## config.mk

```make
export PLATFORM = sky130hd
export DESIGN_NAME = gtc_ctrl
export DESIGN_NICKNAME = d
export VERILOG_FILES = /design/src/sv/gtc_pkg.sv /design/src/sv/gtc_ctrl.sv
export SDC_FILE = /design/constraint.sdc
export NUM_CORES = 1
export LEC_CHECK = 0
export BUFFER_PORTS_ARGS = -buffer_cell sky130_fd_sc_hd__clkbuf_2
export CAP_MARGIN = 5
export CORE_MARGIN = 2
export CORE_UTILIZATION = 28
export DETAILED_ROUTE_END_ITERATION = 12
export GPL_ROUTABILITY_DRIVEN = 0
export GPL_TIMING_DRIVEN = 1
export PLACE_DENSITY = 0.46
export SETUP_SLACK_MARGIN = 0.05
export SYNTH_ARGS = -nofsm -noshare
export SYNTH_HDL_FRONTEND = slang
export SYNTH_SLANG_ARGS = --single-unit
```

## constraint.sdc

```tcl
create_clock -name clk -period 2.2 [get_ports clk]
set_input_delay 0.11 -clock clk [delete_from_list [all_inputs] [get_ports clk]]
set_output_delay 0.11 -clock clk [all_outputs]
set_load 0.1 [all_outputs]
```

## src/sv/gtc_pkg.sv

```systemverilog
// ----------------------------------------------------------------------------
// gtc_pkg: shared types and constants of the GRE tunnel classifier
// Field widths, protocol constants, action codes, controller/datapath
// command and status records and the outer IPv4 checksum helpers.
// ----------------------------------------------------------------------------
package gtc_pkg;

  localparam int TableEntriesDef = 64;

  localparam int KindW = 2;
  localparam int SlotW = 6;
  localparam int LenW  = 16;
  localparam int MacW  = 48;
  localparam int IpW   = 32;
  localparam int PortW = 16;
  localparam int HalfW = 16;
  localparam int ActW  = 2;
  localparam int SumW  = 19;

  localparam int CWordW = MacW + IpW;
  localparam int TWordW = PortW + IpW + IpW;

  localparam logic [KindW-1:0] KindPkt      = 2'd0;
  localparam logic [KindW-1:0] KindClientWr = 2'd1;
  localparam logic [KindW-1:0] KindTunnelWr = 2'd2;

  localparam logic [15:0]     EtypeIpv4  = 16'h0800;
  localparam logic [3:0]      IpVersion  = 4'd4;
  localparam logic [3:0]      IpIhl      = 4'd5;
  localparam logic [7:0]      IpProtoGre = 8'd47;
  localparam logic [IpW-1:0]  GreTebWord = 32'h0000_6558;
  localparam logic [7:0]      OuterTtl   = 8'd64;
  localparam logic [15:0]     IpVerTos   = 16'h4500;
  localparam logic [LenW-1:0] OuterExtra = 16'd24;
  localparam logic [LenW-1:0] MinFrame   = 16'd14;
  localparam logic [LenW-1:0] MinDecap   = 16'd38;
  localparam logic [LenW-1:0] MinInner   = 16'd52;
  localparam logic [MacW-1:0] BcastMac   = 48'hFFFF_FFFF_FFFF;

  typedef enum logic [ActW-1:0] {
    ACT_PASS  = 2'd0,
    ACT_ENCAP = 2'd1,
    ACT_DECAP = 2'd2,
    ACT_WDONE = 2'd3
  } action_t;

  typedef enum logic [1:0] {
    KEY_SRC_MAC    = 2'd0,
    KEY_DST_MAC    = 2'd1,
    KEY_CLIENT_TUN = 2'd2,
    KEY_PEER_IP    = 2'd3
  } key_sel_t;

  typedef struct packed {
    logic [KindW-1:0] kind;
    logic [SlotW-1:0] slot;
    logic             entry_valid;
    logic [LenW-1:0]  frame_length;
    logic [MacW-1:0]  mac_address;
    logic [MacW-1:0]  inner_dst_mac;
    logic [15:0]      ether_type;
    logic [15:0]      ip_ver_ihl_proto;
    logic [IpW-1:0]   gre_header;
    logic [IpW-1:0]   tunnel_ip;
    logic [IpW-1:0]   local_ip;
    logic [PortW-1:0] out_port;
  } item_t;

  typedef struct packed {
    action_t          action;
    logic [PortW-1:0] egress_port;
    logic [IpW-1:0]   outer_src_ip;
    logic [IpW-1:0]   outer_dst_ip;
    logic [LenW-1:0]  ip_total_length;
    logic [HalfW-1:0] ip_header_checksum;
  } result_t;

  typedef struct packed {
    logic     scan_start;
    key_sel_t key_sel;
    logic     wr_table;
    logic     calc_sum;
    logic     load;
    action_t  res_act;
  } cmd_t;

  typedef struct packed {
    logic [KindW-1:0] kind;
    logic             short_frame;
    logic             decap_ok;
    logic             inner_ok;
    logic             bcast;
    logic             scan_done;
    logic             scan_hit;
    logic             out_free;
  } sts_t;

  function automatic int addr_w(input int depth);
    return (depth > 1) ? $clog2(depth) : 1;
  endfunction

  function automatic logic [SumW-1:0] hdr_sum(input logic [LenW-1:0] tot,
                                              input logic [IpW-1:0] src,
                                              input logic [IpW-1:0] dst);
    return SumW'(IpVerTos) + SumW'(tot) + SumW'({OuterTtl, IpProtoGre})
         + SumW'(src[31:16]) + SumW'(src[15:0])
         + SumW'(dst[31:16]) + SumW'(dst[15:0]);
  endfunction

  function automatic logic [HalfW-1:0] csum_fold(input logic [SumW-1:0] s);
    logic [HalfW:0]   s1;
    logic [HalfW-1:0] s2;
    s1 = (HalfW+1)'(s[15:0]) + (HalfW+1)'(s[SumW-1:16]);
    s2 = s1[HalfW-1:0] + HalfW'(s1[HalfW]);
    return ~s2;
  endfunction

endpackage

```

## src/sv/gtc_ctrl.sv

```systemverilog
// ----------------------------------------------------------------------------
// gtc_ctrl: sequencing controller of the GRE tunnel classifier
// Takes one item at a time, orders the table searches and picks the action.
// ----------------------------------------------------------------------------
module gtc_ctrl (
  input  logic          clk,
  input  logic          rst,
  input  logic          in_valid,
  output logic          in_ready,
  output gtc_pkg::cmd_t cmd,
  input  gtc_pkg::sts_t sts
);

  typedef enum logic [2:0] {
    S_IDLE,
    S_DISPATCH,
    S_CSCAN,
    S_TSCAN_ENC,
    S_TSCAN_DEC,
    S_DSCAN,
    S_FINISH
  } state_t;

  state_t state;

  assign in_ready = (state == S_IDLE);

  always_ff @(posedge clk) begin
    if (rst) begin
      state <= S_IDLE;
      cmd   <= '0;
    end else begin
      cmd.scan_start <= 1'b0;
      cmd.wr_table   <= 1'b0;
      cmd.calc_sum   <= 1'b0;
      cmd.load       <= 1'b0;
      case (state)
        S_IDLE: begin
          if (in_valid) begin
            state <= S_DISPATCH;
          end
        end
        S_DISPATCH: begin
          if (sts.kind inside {gtc_pkg::KindClientWr, gtc_pkg::KindTunnelWr}) begin
            cmd.wr_table <= 1'b1;
            cmd.res_act  <= gtc_pkg::ACT_WDONE;
            state        <= S_FINISH;
          end else if ((sts.kind != gtc_pkg::KindPkt) || sts.short_frame) begin
            cmd.res_act <= gtc_pkg::ACT_PASS;
            state       <= S_FINISH;
          end else begin
            cmd.scan_start <= 1'b1;
            cmd.key_sel    <= gtc_pkg::KEY_SRC_MAC;
            state          <= S_CSCAN;
          end
        end
        S_CSCAN: begin
          if (sts.scan_done) begin
            if (sts.scan_hit) begin
              cmd.scan_start <= 1'b1;
              cmd.key_sel    <= gtc_pkg::KEY_CLIENT_TUN;
              state          <= S_TSCAN_ENC;
            end else if (sts.decap_ok) begin
              cmd.scan_start <= 1'b1;
              cmd.key_sel    <= gtc_pkg::KEY_PEER_IP;
              state          <= S_TSCAN_DEC;
            end else begin
              cmd.res_act <= gtc_pkg::ACT_PASS;
              state       <= S_FINISH;
            end
          end
        end
        S_TSCAN_ENC: begin
          if (sts.scan_done) begin
            if (sts.scan_hit) begin
              cmd.calc_sum <= 1'b1;
              cmd.res_act  <= gtc_pkg::ACT_ENCAP;
            end else begin
              cmd.res_act <= gtc_pkg::ACT_PASS;
            end
            state <= S_FINISH;
          end
        end
        S_TSCAN_DEC: begin
          if (sts.scan_done) begin
            if (!sts.scan_hit || !sts.inner_ok) begin
              cmd.res_act <= gtc_pkg::ACT_PASS;
              state       <= S_FINISH;
            end else if (sts.bcast) begin
              cmd.res_act <= gtc_pkg::ACT_DECAP;
              state       <= S_FINISH;
            end else begin
              cmd.scan_start <= 1'b1;
              cmd.key_sel    <= gtc_pkg::KEY_DST_MAC;
              state          <= S_DSCAN;
            end
          end
        end
        S_DSCAN: begin
          if (sts.scan_done) begin
            cmd.res_act <= sts.scan_hit ? gtc_pkg::ACT_DECAP : gtc_pkg::ACT_PASS;
            state       <= S_FINISH;
          end
        end
        S_FINISH: begin
          if (sts.out_free) begin
            cmd.load <= 1'b1;
            state    <= S_IDLE;
          end
        end
        default: begin
          state <= S_IDLE;
        end
      endcase
    end
  end

endmodule

```

==> reports/results.txt, run 1 <==
CP Max Fanout = 15
Crit-path slowest cell = or4b_1
ANT nets after route = 0
Syn_area_per_cell = 7.741 um2
Worst Setup End Kind = flip-flop
Synth cell count leaders = 11 x dfxtp_1, 8 x a21oi_1, 8 x nor2_1
CTS resizes = 0
Layout cells sized above 1 = 30.36%
Max Freq = 571.3 MHz
Initial Utilization = 28.96%
M3 GR Usage = 4.444%
Vias = 705
Asr flop ratio synth = 0%
Core Region = 2432 um2
Die width = 54.16 um
Yosys top cell area share = 31.26%
Worst-skew pair later-pin latency = 0.27 ns
LEAKAGE = 0.0003827 uW
TritonCTS buffer count = 3
# rows = 18
Routed len/inst = 11.59 um
Mapped cell area = 704.4 um2
CTS tree = yes
CTS Sinks = 11
Element type at the critical path start = flip-flop
Pwr/cell area = 1434 nW/um2
Post-Synthesis Cells = 91
Worst-Margin Slew = 0.5394 ns
Final setup violation count = 0
Initial antenna violation count = 0
Dpl cell area = 844.6 um2
Maximum vdd drop = 0.5032 mV
Primary FF master, synth = dfxtp_1
Global-route track usage on met1 = 17.39%
Critical path required time = 2.41 ns
CTS Root Buffer Type = clkbuf_4
Post-DR vias/cell = 4.965
Kind of critical path = flip-flop to flip-flop
Vias in the first global route = 605
Starting DRC count in detailed routing = 13
CTS H-tree depth = 1
Maximum number of pins on one net before global-route repair = 17
Slew headroom = 64.19%
Die ar. = 2933 um2
CP Cell Sequence = or4b_1 -> nor2_1 -> a31oi_1 -> o21ai_1 -> mux2i_1
Port bufs = 20
Net count reported at finish = 126
Number of enable flip-flop cells after synthesis = 0
Hold Buf Count CTS = 0
Worst Hold Class = input port to flip-flop
GRT Total Usage = 13.76%
Boundary Pins = 21
Largest area contributor in the netlist = dfxtp_1
Die H = 54.16 um
Final period util = 79.56%
Total negative slack = 0 ns
Max-cap violation count = 0
Slowest cell delay on critical path = 0.61 ns
Clk slew on worst S/H paths = 0.07 ns
YS warnings = 0
Crit path DAT = 1.96 ns
Final hold slack = 0.07213 ns
First-pass GRT wire length = 2760 um
Final wirelength = 1646 um
Final std cell area, no fill = 870.8 um2
Synthesized net count = 104
Flop-to-flop setup slack = 0.45 ns
Gr busiest metal = met2
Status = completed
Max clock buf depth = 2
Minimum clock period = 1.750 ns
Cell with the most instances after synthesis = dfxtp_1
Post-CTS setup buffers = 0
GR Layer Usage met2 = 18.67%
Detailed placer's ending HPWL = 1264 um
Clock skew = 0.003758 ns
RSZ-0062 raised after global routing = no
Ranking of synthesized cells by area = dfxtp_1 31%, a21oi_1 5.7%, nor2_1 4.3%
Diodes inserted = 0
Residual DRC = 0
Overall power = 1249 uW
Synth-to-Final Area Change = 23.62%
Final core utilization = 35.80%
Number of synthesized register bits = 11
Final hold vios = 0
Drt pass-1 iters = 4
Yosys cell types = 39
Seq/Total Area, Yosys = 31.26%
Remaining global-route overflow = 0
Final Max Slew Viols = 0
==> power by group <==
part	total (uW)	leakage, uW	internal, uW	switching (uW)
Combinational	776	0.000278	235	541
Clock	144	0.0000150	70.3	73.2
Sequential	329	0.0000896	248	81.5
Total	1250	0.000383	554	695
==> worst max-delay path, delay by kind of cell (launching register included) <==
kind               cells  cell delay (ns)
DFF                    1             0.46
and+or+nand+nor        2             0.81
muxes                  1             0.20
AOI/OAI and AO/OA      2             0.22
==> cells in the final DEF (no fill, tap or decap), drive strengths merged, types with 2 or more instances in the layout <==
cell,instances
nand3b,2
buf,3
nand3,3
inv,7
nor3,5
o21ai,4
or4b,2
nand2,6
mux2i,2
clkbuf,24
o22ai,2
o31ai,3
nand2b,4
nor2,8
o211ai,2
a21oi,9
dfxtp,11
==> area by class of cell <==
class	instances	area, um2
Timing Repair Buffer	23	122.6
Fill cell	271	1562
Multi-Input combinational cell	67	437.9
Clock buffer	4	26.28
Sequential cell	11	220.2
Inverter	7	26.28
Tap cell	30	37.54
==> through the flow <==
stage               instances  setup WS [ns]
floorplan                  91         0.1593
global placement          138         0.4867
detailed placement        138         0.4623
CTS                       142         0.4410
global route              142         0.3237
finish                    142         0.4497
==> registers in the layout, indices dropped and copies added, names as in the netlist <==
signal,flops
cmd,8
state,3
==> kinds of logic after synthesis <==
group                    Yosys count  share of synthesized area [%]
AND/OR/NAND/NOR                   35                          28.42
adder cells (fa/ha/maj)            1                          1.776
AO/OA/AOI/OAI                     28                          27.18
multiplexers                       2                          2.842
XOR/XNOR                           1                          1.244
flip-flops                        11                          31.26
buffers and inverters             13                          7.283
==> worst paths after layout <==
check | from | endpoint | cells after the start
max | state[1] | cmd[0] | 5
max reg2reg | state[1] | cmd[0] | 5
min | sts[0] | cmd[2] | 3
min reg2reg | cmd[6] | cmd[6] | 2
==> layer usage <==
layer	up-vias	share of wire, %
met5	-	0
met1	314	48
met3	4	6.7
li1	371	-
met2	16	42
met4	0	3.5
Note: power is estimated with default switching activity, not from simulation.
==> inputs of run 2 (changes only) <==
--- a/config.mk
+++ b/config.mk
@@ -12,7 +12,7 @@
 export DETAILED_ROUTE_END_ITERATION = 12
 export GPL_ROUTABILITY_DRIVEN = 0
 export GPL_TIMING_DRIVEN = 1
-export PLACE_DENSITY = 0.46
+export PLACE_DENSITY = 0.47
 export SETUP_SLACK_MARGIN = 0.05
 export SYNTH_ARGS = -nofsm -noshare
 export SYNTH_HDL_FRONTEND = slang
==> constraint.sdc (replaced) <==
create_clock -name clk -period 1.6 [get_ports clk]
set_input_delay 0.08 -clock clk [delete_from_list [all_inputs] [get_ports clk]]
set_output_delay 0.08 -clock clk [all_outputs]
set_load 0.1 [all_outputs]
==> reports/results.txt, run 2 (synthesis results as in run 1) <==
Starting DRC count in detailed routing = 11
Slew headroom = 64.17%
Final wirelength = 1687 um
CTS tree = yes
Status = completed
GRT Total Usage = 13.70%
CTS H-tree depth = 1
RSZ-0062 raised after global routing = yes
Die width = 54.16 um
Final std cell area, no fill = 972.2 um2
Internal = 923.8 uW
Layout cells sized above 1 = 40.34%
Net Sw Power = 1029 uW
Worst Hold Class = input port to flip-flop
Initial Utilization = 28.96%
Final hold vios = 0
# rows = 18
Drt pass-1 iters = 4
TritonCTS buffer count = 3
Final Max Slew Viols = 0
Core Region = 2432 um2
Part of the power in registers = 20.4%
Maximum vdd drop = 0.8616 mV
Dpl cell area = 918.4 um2
Post-CTS setup buffers = 0
Worst-Margin Slew = 0.5397 ns
Worst Setup End Kind = flip-flop
Max Freq = 671.1 MHz
Final core utilization = 39.97%
Vias in the first global route = 668
Most frequent cells in the layout = 19 x clkbuf_2, 10 x dfxtp_1, 10 x buf_4
Max reg flops = 8
Synth-to-Final Area Change = 38.01%
Die H = 54.16 um
Crit path DAT = 1.66 ns
Worst-skew pair later-pin latency = 0.27 ns
Boundary Pins = 21
Proportion of power drawn by combinational gates = 69.7%
Top Registers = cmd (8), state (3)
Clk slew on worst S/H paths = 0.07 ns
Minimum clock period = 1.490 ns
Commonest non-fill, non-tap cell in the layout = clkbuf_2
Critical path required time = 1.77 ns
Final period util = 93.13%
Detailed placer's ending HPWL = 1315 um
CTS Sinks = 11
Max-cap violation count = 0
Fillers = 255
Remaining global-route overflow = 0
Vias = 728
First-pass GRT wire length = 2856 um
Kind of critical path = flip-flop to flip-flop
Diodes inserted = 0
Initial antenna violation count = 0
Clock skew = 0.001127 ns
Sw frac = 52.69%
Post-route insts no fill = 149
Final setup violation count = 0
Clock power frac = 9.9%
Routed len/inst = 11.32 um
Pwr/cell area = 2009 nW/um2
Max clock buf depth = 2
ANT nets after route = 0
CTS Root Buffer Type = clkbuf_4
Top reg by flops = cmd
Placed insts = 145
Port bufs = 20
Element type at the critical path start = flip-flop
CP Max Fanout = 5
LEAKAGE = 0.0004304 uW
Residual DRC = 0
Die ar. = 2933 um2
Net count reported at finish = 133
Post-DR vias/cell = 4.886
Maximum number of pins on one net before global-route repair = 13
[run 2: cell types whose count changed in the layout (fill, tap and decap cells not counted), sizes merged]
cell,before,now
clkbuf,24,23
buf,3,11
[run 2: layout make-up]
class / instances / area [um2] / area share [%]
Tap cell: 30 / 37.54 / 3.861
Sequential cell: 11 / 221.5 / 22.78
Inverter: 7 / 26.28 / 2.703
Clock buffer: 4 / 26.28 / 2.703
Multi-Input combinational cell: 67 / 470.5 / 48.39
Timing Repair Buffer: 30 / 190.2 / 19.56
[run 2: metrics by stage]
| stage | setup WS [ns] | hold WS (ns) | total power (uW) | setup TNS, ns |
|---|---|---|---|---|
| after floorplan | 0.05411 | 0.2074 | 1366 | 0 |
| after global placement | -0.05019 | 0.3386 | 1729 | -0.1348 |
| after detailed placement | -0.1062 | 0.3295 | 1718 | -0.2397 |
| after CTS | 0.05454 | 0.04100 | 1927 | 0 |
| after global routing | 0.04301 | 0.05828 | 2112 | 0 |
| final | 0.1099 | 0.04449 | 1953 | 0 |
[run 2: power by group through the flow]
stage	sequential (uW)	clock [uW]	combinational (uW)
final	398	194	1360
after global routing	410	221	1480
after CTS	399	200	1330
after detailed placement	402	0	1320
after global placement	402	0	1330
after floorplan	628	0	739
[run 2: path summary, 6_finish.rpt]
kind / endpoint / cells after the start / start / slack, ns
setup reg to reg: cmd[5] / 4 / state[0] / 0.11
hold / removal: cmd[2] / 3 / sts[0] / 0.04
setup / recovery: cmd[5] / 4 / state[0] / 0.11
hold reg to reg: cmd[6] / 2 / cmd[6] / 0.46
[run 2: worst max-delay path, cell delays in order, from the launching register on]
cell,delay [ns]
dfxtp_1,0.35
or4b_4,0.58
o31ai_2,0.09
a21oi_2,0.11
a32o_2,0.26
[run 2: repair_timing]
item	in CTS	in global routing
pin swaps	1	0
hold buffers	0	0
setup endpoints to repair	3	4
gates resized for setup	4	4
[run 2: routing by layer]
metal / GRT usage [%] / vias to the layer above / part of all wire (%)
met5: 0 / - / 0
met4: 4.583 / 0 / 1.8
met3: 6.111 / 4 / 4.3
met2: 20.48 / 19 / 46
met1: 17.39 / 321 / 48
li1: - / 384 / -
